**src/rtl/bsm_pkg.sv**
```systemverilog
package bsm_pkg;

    // Field widths
    localparam int CMD_W      = 2;
    localparam int ADDR_W     = 16;
    localparam int DATA_W     = 8;
    localparam int MAP_W      = 19;
    localparam int MIRROR_W   = 2;
    localparam int CFG_IDX_W  = 1;
    localparam int CFG_DATA_W = 4;

    // Commands
    localparam logic [CMD_W-1:0] CMD_WRITE = 2'd0;
    localparam logic [CMD_W-1:0] CMD_TICK  = 2'd1;
    localparam logic [CMD_W-1:0] CMD_PRG   = 2'd2;
    localparam logic [CMD_W-1:0] CMD_CHR   = 2'd3;

    // Configuration register indexes
    localparam logic [CFG_IDX_W-1:0] CFG_PRG_BANKS_LOG2 = 1'd0;
    localparam logic [CFG_IDX_W-1:0] CFG_CHR_BANKS_LOG2 = 1'd1;

    localparam logic [2:0] PRG_LOG2_RESET = 3'd5;
    localparam logic [2:0] PRG_LOG2_MIN   = 3'd1;
    localparam logic [2:0] PRG_LOG2_MAX   = 3'd5;
    localparam logic [3:0] CHR_LOG2_RESET = 4'd8;
    localparam logic [3:0] CHR_LOG2_MAX   = 4'd9;

    // Register decode: upper address nibble
    localparam logic [3:0] HI_PRG_FIRST  = 4'h8;
    localparam logic [3:0] HI_MIRROR     = 4'h9;
    localparam logic [3:0] HI_PRG_SECOND = 4'hA;
    localparam logic [3:0] HI_CHR_FIRST  = 4'hB;
    localparam logic [3:0] HI_CHR_LAST   = 4'hE;
    localparam logic [3:0] HI_IRQ        = 4'hF;

    // Timer register offsets
    localparam logic [1:0] IRQ_LATCH_LO = 2'd0;
    localparam logic [1:0] IRQ_LATCH_HI = 2'd1;
    localparam logic [1:0] IRQ_CONTROL  = 2'd2;
    localparam logic [1:0] IRQ_ACK      = 2'd3;

    // Pattern slots and timer
    localparam int         CHR_SLOTS       = 8;
    localparam int         SLOT_W          = 3;
    localparam logic [8:0] PRESCALE_PERIOD = 9'd341;
    localparam logic [8:0] PRESCALE_STEP   = 9'd3;
    localparam logic [7:0] COUNT_TOP       = 8'hFF;

    typedef logic [8:0] chr_sel_t;

endpackage

```
**src/rtl/bank_switch_mapper_with_irq_timer.sv**
```systemverilog
// Channel  | Ports                                                | Transfer when
// ---------+------------------------------------------------------+------------------------
// input    | s_valid, s_ready, s_command, s_address, s_write_data | s_valid && s_ready
// result   | m_valid, m_ready, m_irq_line, m_mapped_address,      | m_valid && m_ready
//          | m_nt_mirror                                          |
// config   | cfg_wr_en, cfg_index, cfg_wdata                      | cfg_wr_en
//
// One item per cycle sustained while the result side is ready; an input transfer
// loads the input register, and the result register loads from it when the input
// stage advances. All decode, timer and translate logic sits between those two
// registers. Reset is synchronous; there is no clearing pass. A stalled result
// register holds the input stage, and the input stage still takes a new transfer
// whenever it empties in the same cycle.
module bank_switch_mapper_with_irq_timer (
    input  logic                                aclk,
    input  logic                                aresetn,
    input  logic                                s_valid,
    output logic                                s_ready,
    input  logic [bsm_pkg::CMD_W-1:0]           s_command,
    input  logic [bsm_pkg::ADDR_W-1:0]          s_address,
    input  logic [bsm_pkg::DATA_W-1:0]          s_write_data,
    output logic                                m_valid,
    input  logic                                m_ready,
    output logic                                m_irq_line,
    output logic [bsm_pkg::MAP_W-1:0]           m_mapped_address,
    output logic [bsm_pkg::MIRROR_W-1:0]        m_nt_mirror,
    input  logic                                cfg_wr_en,
    input  logic [bsm_pkg::CFG_IDX_W-1:0]       cfg_index,
    input  logic [bsm_pkg::CFG_DATA_W-1:0]      cfg_wdata
);
    import bsm_pkg::*;

    // Input register
    logic                in_valid_reg, in_valid_next;
    logic [CMD_W-1:0]    in_cmd_reg;
    logic [ADDR_W-1:0]   in_addr_reg;
    logic [DATA_W-1:0]   in_data_reg;

    // Result register
    logic                out_valid_reg, out_valid_next;
    logic                out_irq_reg, out_irq_next;
    logic [MAP_W-1:0]    out_map_reg, out_map_next;
    logic [MIRROR_W-1:0] out_mirror_reg, out_mirror_next;

    // Configuration
    logic [2:0] prg_log2_reg;
    logic [3:0] chr_log2_reg;

    // Mapper state
    logic [4:0]     prg_first_reg, prg_first_next;
    logic [4:0]     prg_second_reg, prg_second_next;
    logic           prg_swap_reg, prg_swap_next;
    logic [1:0]     mirroring_reg, mirroring_next;
    chr_sel_t       chr_sel_reg [CHR_SLOTS];
    logic [7:0]     irq_reload_reg, irq_reload_next;
    logic [7:0]     irq_count_reg, irq_count_next;
    logic [8:0]     prescale_reg, prescale_next;
    logic           ack_enable_reg, ack_enable_next;
    logic           irq_enabled_reg, irq_enabled_next;
    logic           cycle_mode_reg, cycle_mode_next;
    logic           irq_pending_reg, irq_pending_next;

    // Decode and datapath
    logic              advance;
    logic              in_xfer;
    logic [3:0]        addr_hi;
    logic              addr_exact;
    logic [1:0]        addr_lo;
    logic              chr_wr;
    logic [SLOT_W-1:0] chr_wr_slot;
    logic [3:0]        chr_slot_hi;
    logic              counter_clk;
    logic [2:0]        prg_lg;
    logic [3:0]        chr_lg;
    logic [4:0]        prg_mask;
    logic [8:0]        chr_mask;
    logic [4:0]        prg_bank;
    chr_sel_t          chr_bank;

    // Drain the input stage whenever the result register is free or being taken.
    assign advance = in_valid_reg && (!out_valid_reg || m_ready);
    assign s_ready = !in_valid_reg || advance;
    assign in_xfer = s_valid && s_ready;

    assign addr_hi    = in_addr_reg[15:12];
    assign addr_exact = (in_addr_reg[11:2] == 10'd0);
    assign addr_lo    = in_addr_reg[1:0];

    // Pattern slot: two slots per address nibble B..E, picked by address bit 1.
    assign chr_slot_hi = addr_hi - HI_CHR_FIRST;
    assign chr_wr_slot = {chr_slot_hi[1:0], addr_lo[1]};
    assign chr_wr = advance && (in_cmd_reg == CMD_WRITE) && addr_exact
                    && (addr_hi >= HI_CHR_FIRST) && (addr_hi <= HI_CHR_LAST);

    // Saturate bank-count registers on use.
    always_comb begin
        if (prg_log2_reg < PRG_LOG2_MIN) begin
            prg_lg = PRG_LOG2_MIN;
        end else if (prg_log2_reg > PRG_LOG2_MAX) begin
            prg_lg = PRG_LOG2_MAX;
        end else begin
            prg_lg = prg_log2_reg;
        end
        chr_lg = (chr_log2_reg > CHR_LOG2_MAX) ? CHR_LOG2_MAX : chr_log2_reg;
    end

    assign prg_mask = 5'((6'd1 << prg_lg) - 6'd1);
    assign chr_mask = 9'((10'd1 << chr_lg) - 10'd1);

    // Program window select; window 3 is always the last bank.
    always_comb begin
        case (in_addr_reg[14:13])
            2'd0:    prg_bank = prg_swap_reg ? (prg_mask - 5'd1) : prg_first_reg;
            2'd1:    prg_bank = prg_second_reg;
            2'd2:    prg_bank = prg_swap_reg ? prg_first_reg : (prg_mask - 5'd1);
            default: prg_bank = prg_mask;
        endcase
    end

    assign chr_bank = chr_sel_reg[in_addr_reg[12:10]] & chr_mask;

    always_comb begin
        prg_first_next   = prg_first_reg;
        prg_second_next  = prg_second_reg;
        prg_swap_next    = prg_swap_reg;
        mirroring_next   = mirroring_reg;
        irq_reload_next  = irq_reload_reg;
        irq_count_next   = irq_count_reg;
        prescale_next    = prescale_reg;
        ack_enable_next  = ack_enable_reg;
        irq_enabled_next = irq_enabled_reg;
        cycle_mode_next  = cycle_mode_reg;
        irq_pending_next = irq_pending_reg;
        counter_clk      = 1'b0;
        out_map_next     = '0;

        case (in_cmd_reg)
            CMD_WRITE: begin
                if (addr_exact) begin
                    case (addr_hi)
                        HI_PRG_FIRST:  prg_first_next = in_data_reg[4:0];
                        HI_MIRROR: begin
                            if (!addr_lo[1]) begin
                                mirroring_next = in_data_reg[1:0];
                            end else begin
                                prg_swap_next = in_data_reg[1];
                            end
                        end
                        HI_PRG_SECOND: prg_second_next = in_data_reg[4:0];
                        HI_IRQ: begin
                            // Any timer register write drops a pending interrupt.
                            irq_pending_next = 1'b0;
                            case (addr_lo)
                                IRQ_LATCH_LO: irq_reload_next = {irq_reload_reg[7:4],
                                                                 in_data_reg[3:0]};
                                IRQ_LATCH_HI: irq_reload_next = {in_data_reg[3:0],
                                                                 irq_reload_reg[3:0]};
                                IRQ_CONTROL: begin
                                    ack_enable_next  = in_data_reg[0];
                                    irq_enabled_next = in_data_reg[1];
                                    cycle_mode_next  = in_data_reg[2];
                                    if (in_data_reg[1]) begin
                                        irq_count_next = irq_reload_reg;
                                        prescale_next  = PRESCALE_PERIOD;
                                    end
                                end
                                IRQ_ACK:      irq_enabled_next = ack_enable_reg;
                                default:      irq_enabled_next = irq_enabled_reg;
                            endcase
                        end
                        default: prg_first_next = prg_first_reg;
                    endcase
                end
            end
            CMD_TICK: begin
                if (irq_enabled_reg) begin
                    if (cycle_mode_reg) begin
                        counter_clk = 1'b1;
                    end else if (prescale_reg <= PRESCALE_STEP) begin
                        prescale_next = prescale_reg - PRESCALE_STEP + PRESCALE_PERIOD;
                        counter_clk   = 1'b1;
                    end else begin
                        prescale_next = prescale_reg - PRESCALE_STEP;
                    end
                end
                if (counter_clk) begin
                    if (irq_count_reg == COUNT_TOP) begin
                        irq_count_next   = irq_reload_reg;
                        irq_pending_next = 1'b1;
                    end else begin
                        irq_count_next = irq_count_reg + 8'd1;
                    end
                end
            end
            CMD_PRG: begin
                if (in_addr_reg[15]) begin
                    out_map_next = {1'b0, prg_bank & prg_mask, in_addr_reg[12:0]};
                end
            end
            CMD_CHR: out_map_next = {chr_bank, in_addr_reg[9:0]};
            default: out_map_next = '0;
        endcase

        out_irq_next    = irq_pending_next;
        out_mirror_next = mirroring_next;
    end

    // Hold a waiting item until it moves on; take a new transfer in the same cycle.
    always_comb begin
        if (in_xfer) begin
            in_valid_next = 1'b1;
        end else if (advance) begin
            in_valid_next = 1'b0;
        end else begin
            in_valid_next = in_valid_reg;
        end
        if (advance) begin
            out_valid_next = 1'b1;
        end else if (m_ready) begin
            out_valid_next = 1'b0;
        end else begin
            out_valid_next = out_valid_reg;
        end
    end

    // Control and mapper state
    always_ff @(posedge aclk) begin
        if (!aresetn) begin
            in_valid_reg    <= 1'b0;
            out_valid_reg   <= 1'b0;
            prg_log2_reg    <= PRG_LOG2_RESET;
            chr_log2_reg    <= CHR_LOG2_RESET;
            prg_first_reg   <= '0;
            prg_second_reg  <= '0;
            prg_swap_reg    <= 1'b0;
            mirroring_reg   <= '0;
            irq_reload_reg  <= '0;
            irq_count_reg   <= '0;
            prescale_reg    <= PRESCALE_PERIOD;
            ack_enable_reg  <= 1'b0;
            irq_enabled_reg <= 1'b0;
            cycle_mode_reg  <= 1'b0;
            irq_pending_reg <= 1'b0;
        end else begin
            in_valid_reg  <= in_valid_next;
            out_valid_reg <= out_valid_next;
            if (cfg_wr_en) begin
                case (cfg_index)
                    CFG_PRG_BANKS_LOG2: prg_log2_reg <= cfg_wdata[2:0];
                    CFG_CHR_BANKS_LOG2: chr_log2_reg <= cfg_wdata;
                    default:            prg_log2_reg <= prg_log2_reg;
                endcase
            end
            if (advance) begin
                prg_first_reg   <= prg_first_next;
                prg_second_reg  <= prg_second_next;
                prg_swap_reg    <= prg_swap_next;
                mirroring_reg   <= mirroring_next;
                irq_reload_reg  <= irq_reload_next;
                irq_count_reg   <= irq_count_next;
                prescale_reg    <= prescale_next;
                ack_enable_reg  <= ack_enable_next;
                irq_enabled_reg <= irq_enabled_next;
                cycle_mode_reg  <= cycle_mode_next;
                irq_pending_reg <= irq_pending_next;
            end
        end
    end

    // Pattern bank selects: low nibble and high five bits written separately.
    always_ff @(posedge aclk) begin
        if (!aresetn) begin
            for (int i = 0; i < CHR_SLOTS; i++) begin
                chr_sel_reg[i] <= '0;
            end
        end else if (chr_wr) begin
            if (addr_lo[0]) begin
                chr_sel_reg[chr_wr_slot][8:4] <= in_data_reg[4:0];
            end else begin
                chr_sel_reg[chr_wr_slot][3:0] <= in_data_reg[3:0];
            end
        end
    end

    // Payload registers
    always_ff @(posedge aclk) begin
        if (in_xfer) begin
            in_cmd_reg  <= s_command;
            in_addr_reg <= s_address;
            in_data_reg <= s_write_data;
        end
        if (advance) begin
            out_irq_reg    <= out_irq_next;
            out_map_reg    <= out_map_next;
            out_mirror_reg <= out_mirror_next;
        end
    end

    assign m_valid          = out_valid_reg;
    assign m_irq_line       = out_irq_reg;
    assign m_mapped_address = out_map_reg;
    assign m_nt_mirror      = out_mirror_reg;

    // The interrupt is raised only by a tick transfer.
    a_irq_from_tick: assert property (@(posedge aclk) disable iff (!aresetn)
        $rose(irq_pending_reg) |-> $past(advance && (in_cmd_reg == CMD_TICK)))
        else $error("irq pending set without a tick");

    // A write to any timer register clears the pending interrupt.
    a_irq_write_clears: assert property (@(posedge aclk) disable iff (!aresetn)
        (advance && (in_cmd_reg == CMD_WRITE) && addr_exact && (addr_hi == HI_IRQ))
        |=> !irq_pending_reg)
        else $error("timer register write left irq pending");

    // The prescaler stays within one period and never rests at zero.
    a_prescale_range: assert property (@(posedge aclk) disable iff (!aresetn)
        (prescale_reg != 9'd0) && (prescale_reg <= PRESCALE_PERIOD))
        else $error("prescaler out of range");

endmodule

```
**config.mk**
```make
export PLATFORM = sky130hd
export DESIGN_NAME = bank_switch_mapper_with_irq_timer
export DESIGN_NICKNAME = d
export VERILOG_FILES = /design/src/rtl/bsm_pkg.sv /design/src/rtl/bank_switch_mapper_with_irq_timer.sv
export SDC_FILE = /design/constraint.sdc
export NUM_CORES = 1
export LEC_CHECK = 0
export BUFFER_PORTS_ARGS = -buffer_cell sky130_fd_sc_hd__clkbuf_2
export CAP_MARGIN = 20
export CORE_AREA = 4 4 128 130
export CTS_CLUSTER_DIAMETER = 120
export CTS_CLUSTER_SIZE = 24
export DETAILED_ROUTE_END_ITERATION = 6
export DIE_AREA = 0 0 132 134
export MAX_ROUTING_LAYER = met4
export PLACE_DENSITY = 0.86
export SLEW_MARGIN = 20
export SYNTH_ARGS = -nofsm -noshare
export SYNTH_HDL_FRONTEND = slang
export SYNTH_SLANG_ARGS = --single-unit
```
**constraint.sdc**
```tcl
create_clock -name aclk -period 2.6 [get_ports aclk]
set_input_delay 0.52 -clock aclk [delete_from_list [all_inputs] [get_ports aclk]]
set_output_delay 0.52 -clock aclk [all_outputs]
set_load 0.02 [all_outputs]
```
==> flow_summary.ini, run 1 <==
[setup_path]
end_kind = flip-flop
start_kind = flip-flop
cp.required_ns = 2.71
path_max_fanout = 11
rrSetupSlack_ns = 0.13
crit_arrival_ns = 2.57
crit_type = reg2reg

[sta]
clock.fmax_ghz = 0.4054
timing_worst_slew_pin_value_ns = 1.010
finalClockSkew_ns = 0.009550
setup_violations = 0
fin_crit_ns = 2.467
max_slew_margin_pct = 32.57
final_hold_viol_count = 0
fin_ws_ns = 0.1331
final_max_slew_viol_count = 0
min_period_over_period_pct = 94.88

[hold_path]
hold_path.class = in2reg

[floorplan]
die_area_sq_um = 17690
dieHeight_microns = 134
fp.coreArea_sq_um = 15150
ios = 60
initial_core_util_pct = 54.34
rows = 45
die_w_microns = 132

[pwr]
leakage_nw = 3.511
finalPower_mw = 5.942
p_seq_share_pct = 52.0
pwr-share-comb_pct = 7.4
power.switching_mw = 1.369
power_density_nw_per_um2 = 631.5
p_sw_share_pct = 23.05
irDropWorstVdd_mv = 0.4170
internal_power_mw = 4.573
p_clk_share_pct = 40.6

[clocking]
clk-insertion-delay-late_ns = 0.42
post-cts-setup-buffers = 0
clockBufferDepth = 2
clock-sinks = 171
clk_pin_slew_ns = 0.06
root_buffer = clkbuf_16
htree_levels = 4
cts_tree = built
cts_buffers = 17

[detailed_routing]
drt_iter0_drc = 527
vias = 5760
wl_per_cell_microns = 19.24
ant_nets = 0
post-route-drc-count = 0
vias_per_cell = 5.957
postRouteWirelength_microns = 18610
firstDrtPassIters = 5

[outcome]
outcome = completed

[logic_synthesis]
synthArstFlopShare_pct = 0
synth-seq-cells = 171
synthesis.area_sq_um = 8230
syn_avg_cell_area_sq_um = 11.81
synth_top_area_share_pct = 42.69
synthCells = 697
yosysSeqAreaShare_pct = 55.82
synth.area.top_cells = edfxtp_1 43%, dfxtp_1 13%, and2_1 6.5%
synth_flop_cell = edfxtp_1
synth.distinct_cells = 70
synthesis.nets = 740
yosys_warnings = 0
synth_edf_count = 117
yosysTopAreaCell = edfxtp_1

[place]
dpl.hpwl_microns = 12760
portBuffers = 56
dp_slack_ns = 0.06810
placed_cell_area_sq_um = 8817
place_congestion = 0.8576
placed_cells = 934

[grt]
grt-ovfl-total = 0
antenna_found_initial = 0
grt_pass1_vias = 5641
grt_max_degree = 51
grt_usage_pct = 22.41
grt_pass1_wl_microns = 29670

[cells_and_area]
largest_reg_flops = 72
n_fill_cell = 1108
fin_area_sq_um = 9409
final_cells = 967
drive_gt1_share_pct = 22.11
finish.net_count = 808
syn_to_final_growth_pct = 14.32

[flow_run]
cap_violations = 0
-- kinds of logic (layout without fill, tap and decap cells) --
group | after synthesis | after routing | synth area share (%)
compound gates | 97 | 97 | 8.225
xor+xnor | 6 | 6 | 0.6385
fa+ha+maj | 7 | 7 | 1.064
buf+inv | 60 | 141 | 3.101
flops | 171 | 171 | 55.82
mux | 62 | 62 | 10.37
other cells | 2 | 3 | 0.09125
simple gates | 292 | 292 | 20.69
-- layer usage --
layer | up-vias | routed length [microns] | GRT usage, %
met1 | 2816 | 7448 | 26.73
met2 | 218 | 9458 | 37.80
met3 | 31 | 1235 | 5.026
met5 | - | 0 | -
met4 | 0 | 464 | 7.760
li1 | 2695 | - | -
-- per-stage QoR --
stage | hold slack, ns | util, % | setup TNS [ns]
floorplan | 0.4313 | - | 0
global placement | 0.4438 | 58.22 | 0
detailed placement | 0.4556 | 58.22 | 0
CTS | 0.2686 | 61.96 | 0
global route | 0.2602 | 62.11 | -0.2792
finish | 0.2796 | 62.12 | 0
-- path summary, 6_finish.rpt --
check / cells past startpoint / from / end
min reg2reg: 2 / irq_reload_reg[2]$_SDFFE_PN0P_ / irq_reload_reg[2]$_SDFFE_PN0P_
max reg2reg: 6 / in_addr_reg[4]$_DFFE_PP_ / chr_sel_reg[2][8]$_SDFFCE_PN0P_
min: 1 / s_address[4] / in_addr_reg[4]$_DFFE_PP_
max: 6 / in_addr_reg[4]$_DFFE_PP_ / chr_sel_reg[2][8]$_SDFFCE_PN0P_
-- cells in the mapped netlist, drive strengths merged, types with 16 or more instances --
cell    instances
buf            16
clkbuf         25
mux2i          38
mux4           18
nor2           43
edfxtp        117
o21ai          27
and2           85
nand3          18
inv            17
nand2          49
dfxtp          54
a21oi          20
nand2b         18
nor3           26
-- worst max-delay path, stage by stage (launching register included) --
cell and delay, ns:
edfxtp_1 0.43, nor4_4 0.41, nand3_1 0.14, or4_1 0.53
buf_4 0.20, nor4_2 0.17, nand2b_1 0.27
-- power groups by stage --
| stage | Combinational [mW] | Clock [mW] | Sequential, mW |
|---|---|---|---|
| after floorplan | 0.288 | 0 | 3.11 |
| after global placement | 0.422 | 0 | 3.14 |
| after detailed placement | 0.432 | 0 | 3.14 |
| after CTS | 0.438 | 2.43 | 3.09 |
| after global routing | 0.473 | 2.56 | 3.10 |
| final | 0.440 | 2.41 | 3.09 |
-- placed cells by master (no fill, tap or decap), types with 16 or more instances in the layout --
cell type / instances
mux2i_1: 38
inv_1: 17
clkbuf_2: 56
nor2_1: 41
a21oi_1: 20
o21ai_0: 23
mux4_2: 18
nor3_1: 19
dfxtp_1: 54
clkbuf_16: 17
nand2_1: 49
buf_4: 34
nand2b_1: 16
and2_1: 85
edfxtp_1: 117
nand3_1: 18
-- repair_timing --
item / CTS / global route
hold buffers: 0 / 0
gates resized for setup: 0 / 4
endpoints found under the setup margin: 0 / 46
-- layout make-up --
class                      instances  area (sq um)  area share [%]
inverter                          19         71.32          0.7580
clock buffer                      22         474.2           5.040
timing repair buffer              90         535.5           5.691
tap                              188         235.2           2.500
sequential                       171          4594           48.83
antenna                            1         2.502         0.02660
clock inverter                    10         92.59          0.9840
multi-input combinational        466          3403           36.17
Note: power is estimated with default switching activity, not from simulation.
==> inputs of run 2 (changes only) <==
--- a/config.mk
+++ b/config.mk
@@ -7,13 +7,13 @@
 export LEC_CHECK = 0
 export BUFFER_PORTS_ARGS = -buffer_cell sky130_fd_sc_hd__clkbuf_2
 export CAP_MARGIN = 20
-export CORE_AREA = 4 4 128 130
+export CORE_AREA = 4 4 138 140
 export CTS_CLUSTER_DIAMETER = 120
 export CTS_CLUSTER_SIZE = 24
 export DETAILED_ROUTE_END_ITERATION = 6
-export DIE_AREA = 0 0 132 134
+export DIE_AREA = 0 0 142 144
 export MAX_ROUTING_LAYER = met4
-export PLACE_DENSITY = 0.86
+export PLACE_DENSITY = 0.77
 export SLEW_MARGIN = 20
 export SYNTH_ARGS = -nofsm -noshare
 export SYNTH_HDL_FRONTEND = slang
==> run 2 against run 1 <==
Effect of this change:
- via count is 1.4% lower
- final cell count is 5.1% higher
- sequential share of layout area is 0.72 points lower
- maximum frequency is 0.13% higher
- die area is 16% higher
- non-clock buffer count is 8 higher
- register-to-register slack hardly changed
- core utilization is 8.6 points lower
- power is 0.87% higher
- clock power is 2% higher
- critical path depth stayed put
==> flow_summary.ini, run 2 (synthesized netlist as in run 1, its figures left out) <==
[cells_and_area]
finish.net_count = 816
largest_reg_flops = 72
n_fill_cell = 1489
seqCellArea_sq_um = 4594
layout_commonest_cell = edfxtp_1
multiInputGateArea_sq_um = 3410
drive_gt1_share_pct = 23.41
mostFrequentLayoutCells = 117 x edfxtp_1, 85 x and2_1, 56 x clkbuf_2
syn_to_final_growth_pct = 16.04

[setup_path]
critical_path.top_delay_family = simple AND/OR/NAND/NOR gates
slowest_delay_ns = 0.52
path_max_fanout = 11
start_kind = flip-flop
critical_path.cell_chain = nor4_4 > nand3_1 > or4_1 > buf_4 > nor4_4 > nand2b_1
crit_type = reg2reg
crit_arrival_ns = 2.60
path_buf_inv = 1
cpMaxStageDelayCell = or4_1
end_kind = flip-flop
cpMostUsedCell = nor4_4
cp.required_ns = 2.73

[grt]
antenna_found_initial = 1
grt_pass1_wl_microns = 29720
grt_pass1_vias = 5600
grt_max_degree = 38
grt-ovfl-total = 0
grt_usage_pct = 19.63

[clocking]
clk_pin_slew_ns = 0.07
clock-sinks = 171
post-cts-setup-buffers = 0
cts_buffers = 17
cts_resized = 0
clockBufferDepth = 2
root_buffer = clkbuf_16
clk-insertion-delay-late_ns = 0.44
htree_levels = 4
cts_tree = built
ctsHoldBuffers = 0

[floorplan]
rows = 49
ios = 60
initial_core_util_pct = 46.13
die_w_microns = 142
fp.coreArea_sq_um = 17840
dieHeight_microns = 144
die_area_sq_um = 20450

[sta]
fin_crit_ns = 2.464
setup_tns_ns = 0
finalClockSkew_ns = 0.009343
setup_violations = 0
max_slew_margin_pct = 46.33
final_max_slew_viol_count = 0
final_hold_viol_count = 0
clock.fmax_ghz = 0.4059
timing_worst_slew_pin_value_ns = 0.8050
min_period_over_period_pct = 94.76
fin_ws_ns = 0.1363

[pwr]
power_density_nw_per_um2 = 627.5
leakage_nw = 3.564
irDropWorstVdd_mv = 0.5229

[outcome]
outcome = completed

[detailed_routing]
ant_nets = 0
vias = 5680
firstDrtPassIters = 5
vias_per_cell = 5.591
drt_iter0_drc = 445
wl_per_cell_microns = 18.38
post-route-drc-count = 0
postRouteWirelength_microns = 18670

[place]
portBuffers = 56
dp_slack_ns = 0.1064
place_congestion = 0.8340
dpl.hpwl_microns = 13450

[hold_path]
hold_path.class = in2reg

[flow_run]
cap_violations = 0
[run 2: metal layers]
| layer | routed length (microns) | global-route usage (%) | vias to the layer above |
|---|---|---|---|
| met3 | 1133 | 5.026 | 37 |
| met4 | 488 | 7.424 | 0 |
| li1 | - | - | 2715 |
| met1 | 7983 | 24.40 | 2725 |
| met5 | 0 | - | - |
| met2 | 9063 | 31.11 | 203 |
[run 2: cell type report]
cell class | count | share of cell area [%]
Sequential cell | 171 | 48.11
Multi-Input combinational cell | 466 | 35.70
Timing Repair Buffer | 98 | 6.367
Clock buffer | 18 | 4.598
Tap cell | 229 | 3.000
Clock inverter | 14 | 1.454
Inverter | 19 | 0.7468
Antenna cell | 1 | 0.02620
[run 2: through the flow]
stage | std cells | cell area [sq um] | hold slack, ns | util (%) | power (mW)
2_1_floorplan | 697 | 8230 | 0.4313 | - | 3.400
3_3_place_gp | 983 | 8941 | 0.4456 | 50.12 | 3.575
3_5_place_dp | 983 | 8941 | 0.4485 | 50.12 | 3.591
4_1_cts | 1015 | 9519 | 0.2403 | 53.36 | 6.026
5_1_grt | 1016 | 9550 | 0.2426 | 53.53 | 6.195
6_report | 1016 | 9550 | 0.2566 | 53.53 | 5.993
[run 2: worst paths after layout]
check	from	end	slack, ns	depth (start not counted)
worst max-delay path	in_addr_reg[10]$_DFFE_PP_	chr_sel_reg[2][3]$_SDFFCE_PN0P_	0.14	6
worst min-delay path	s_address[7]	in_addr_reg[7]$_DFFE_PP_	0.26	1
worst max register to register	in_addr_reg[10]$_DFFE_PP_	chr_sel_reg[2][3]$_SDFFCE_PN0P_	0.14	6
worst min register to register	ack_enable_reg$_SDFFE_PN0P_	ack_enable_reg$_SDFFE_PN0P_	0.46	2
[run 2: power by group]
part	total, mW	internal (mW)	leakage, nW	switching (mW)
Sequential	3.09	3.00	1.60	0.0856
Clock	2.45	1.36	0.276	1.09
Combinational	0.450	0.185	1.69	0.264
Total	5.99	4.55	3.56	1.44
[run 2: worst reg2reg max path, delay by kind of cell, from the launching register on]
kind	cells	cell delay, ns
AND/OR/NAND/NOR	5	1.49
flip-flops	1	0.46
buffers and inverters	1	0.21
==> inputs of run 3 (changes only) <==
--- a/config.mk
+++ b/config.mk
@@ -13,7 +13,7 @@
 export DETAILED_ROUTE_END_ITERATION = 6
 export DIE_AREA = 0 0 142 144
 export MAX_ROUTING_LAYER = met4
-export PLACE_DENSITY = 0.77
+export PLACE_DENSITY = 0.76
 export SLEW_MARGIN = 20
 export SYNTH_ARGS = -nofsm -noshare
 export SYNTH_HDL_FRONTEND = slang
==> run 3 against run 2 <==
Effect of this change:
- register-to-register slack better by 0.05 ns
- design area hardly changed
- clock-buffer cell count is 1 higher
- sequential power hardly changed
- core utilization hardly changed
- clock skew is 0.0022 ns lower
- combinational power is 2% lower
- power is 2.8% higher
- non-clock buffer count is 4 lower
- largest cell class unchanged
- sequential cell count stayed put
- first-iteration DRC count is 27% lower
==> flow_summary.ini, run 3 (synthesized netlist as in run 1, its figures left out) <==
[grt]
grt_pass1_vias = 5598
grt_max_degree = 51
grt_usage_pct = 19.81
grt_pass1_wl_microns = 30040
grt-ovfl-total = 0
antenna_found_initial = 1

[place]
dpl.hpwl_microns = 13140
portBuffers = 56
placed_cell_area_sq_um = 8899
placed_cells = 979
place_congestion = 0.8847

[cells_and_area]
largest_reg_flops = 72
mostFrequentLayoutCells = 117 x edfxtp_1, 85 x and2_1, 56 x clkbuf_2
n_fill_cell = 1487
final_cells = 1012
drive_gt1_share_pct = 23.02
layout_commonest_cell = edfxtp_1
fin_area_sq_um = 9543
finish.net_count = 812
syn_to_final_growth_pct = 15.95

[clocking]
post-cts-setup-buffers = 0
clk_pin_slew_ns = 0.07
htree_levels = 4
cts_buffers = 17
clock-sinks = 171
root_buffer = clkbuf_16
clk-insertion-delay-late_ns = 0.43
clockBufferDepth = 2
cts_tree = built

[sta]
min_period_over_period_pct = 92.76
rsz0062_at_grt = false
finalClockSkew_ns = 0.007125
fin_crit_ns = 2.412
final_max_slew_viol_count = 0
max_slew_margin_pct = 34.61
final_hold_viol_count = 0
setup_tns_ns = 0
setup_violations = 0
timing_worst_slew_pin_value_ns = 0.9798
hold_ws_ns = 0.2597
clock.fmax_ghz = 0.4146

[setup_path]
cpMaxStageDelayCell = or4_1
path_max_fanout = 11
cp.required_ns = 2.73
critical_path.cell_chain = nor4_4 > nand3_1 > or4_1 > buf_4 > nor3_2 > nand2b_1
slowest_delay_ns = 0.51
path_buf_inv = 1
end_kind = flip-flop
critical_path.top_delay_family = simple AND/OR/NAND/NOR gates
crit_type = reg2reg
start_kind = flip-flop
crit_arrival_ns = 2.54

[detailed_routing]
post-route-drc-count = 0
vias = 5668
wl_per_cell_microns = 18.30
ant_nets = 0
postRouteWirelength_microns = 18520
firstDrtPassIters = 5
vias_per_cell = 5.601
drt_iter0_drc = 325

[floorplan]
rows = 49
dieHeight_microns = 144
die_w_microns = 142
die_area_sq_um = 20450
ios = 60
initial_core_util_pct = 46.13
fp.coreArea_sq_um = 17840

[pwr]
power_density_nw_per_um2 = 645.5
leakage_nw = 3.555
irDropWorstVdd_mv = 0.4593

[hold_path]
hold_path.class = in2reg

[flow_run]
cap_violations = 0

[outcome]
outcome = completed
==> run 3: worst paths after layout <==
kind,start,to,slack (ns),cells past startpoint
setup / recovery,in_addr_reg[4]$_DFFE_PP_,chr_sel_reg[1][0]$_SDFFCE_PN0P_,0.19,6
hold / removal,s_address[5],in_addr_reg[5]$_DFFE_PP_,0.26,1
setup reg to reg,in_addr_reg[4]$_DFFE_PP_,chr_sel_reg[1][0]$_SDFFCE_PN0P_,0.19,6
hold reg to reg,irq_reload_reg[0]$_SDFFE_PN0P_,irq_reload_reg[0]$_SDFFE_PN0P_,0.46,2
==> run 3: layout make-up <==
cell class	instances	area [sq um]	share of cell area (%)
inverter	19	71.32	0.7473
clock buffer	19	452.9	4.746
timing repair buffer	94	565.5	5.926
antenna	1	2.502	0.02622
clock inverter	13	166.4	1.744
sequential	171	4594	48.14
tap	229	286.5	3.002
multi-input combinational	466	3403	35.66
==> run 3: routing by layer <==
layer,GRT usage [%],vias up,part of all wire (%)
met5,-,-,0
met4,6.667,0,2.0
met3,5.026,30,5.6
met2,32.25,167,49
met1,24.27,2768,43
li1,-,2703,-
==> run 3: power breakdown <==
group	internal, mW	switching, mW	total (mW)
logic	0.179	0.260	0.440
clock network	1.57	1.06	2.63
registers	3.00	0.0862	3.09
total	4.75	1.41	6.16
==> run 3: what timing repair did <==
action | in CTS | in global routing
setup endpoints to repair | 0 | 24
hold buffers | 0 | 0
resized for setup | 0 | 4
==> run 3: metrics by stage <==
stage                     power (mW)  utilization (%)  setup slack (ns)
after floorplan                3.400                -            0.1663
after global placement         3.571            49.88            0.1355
after detailed placement       3.584            49.88            0.1014
after CTS                      6.186            53.35           0.08948
after global routing           6.383            53.49           0.03350
final                          6.160            53.49            0.1881
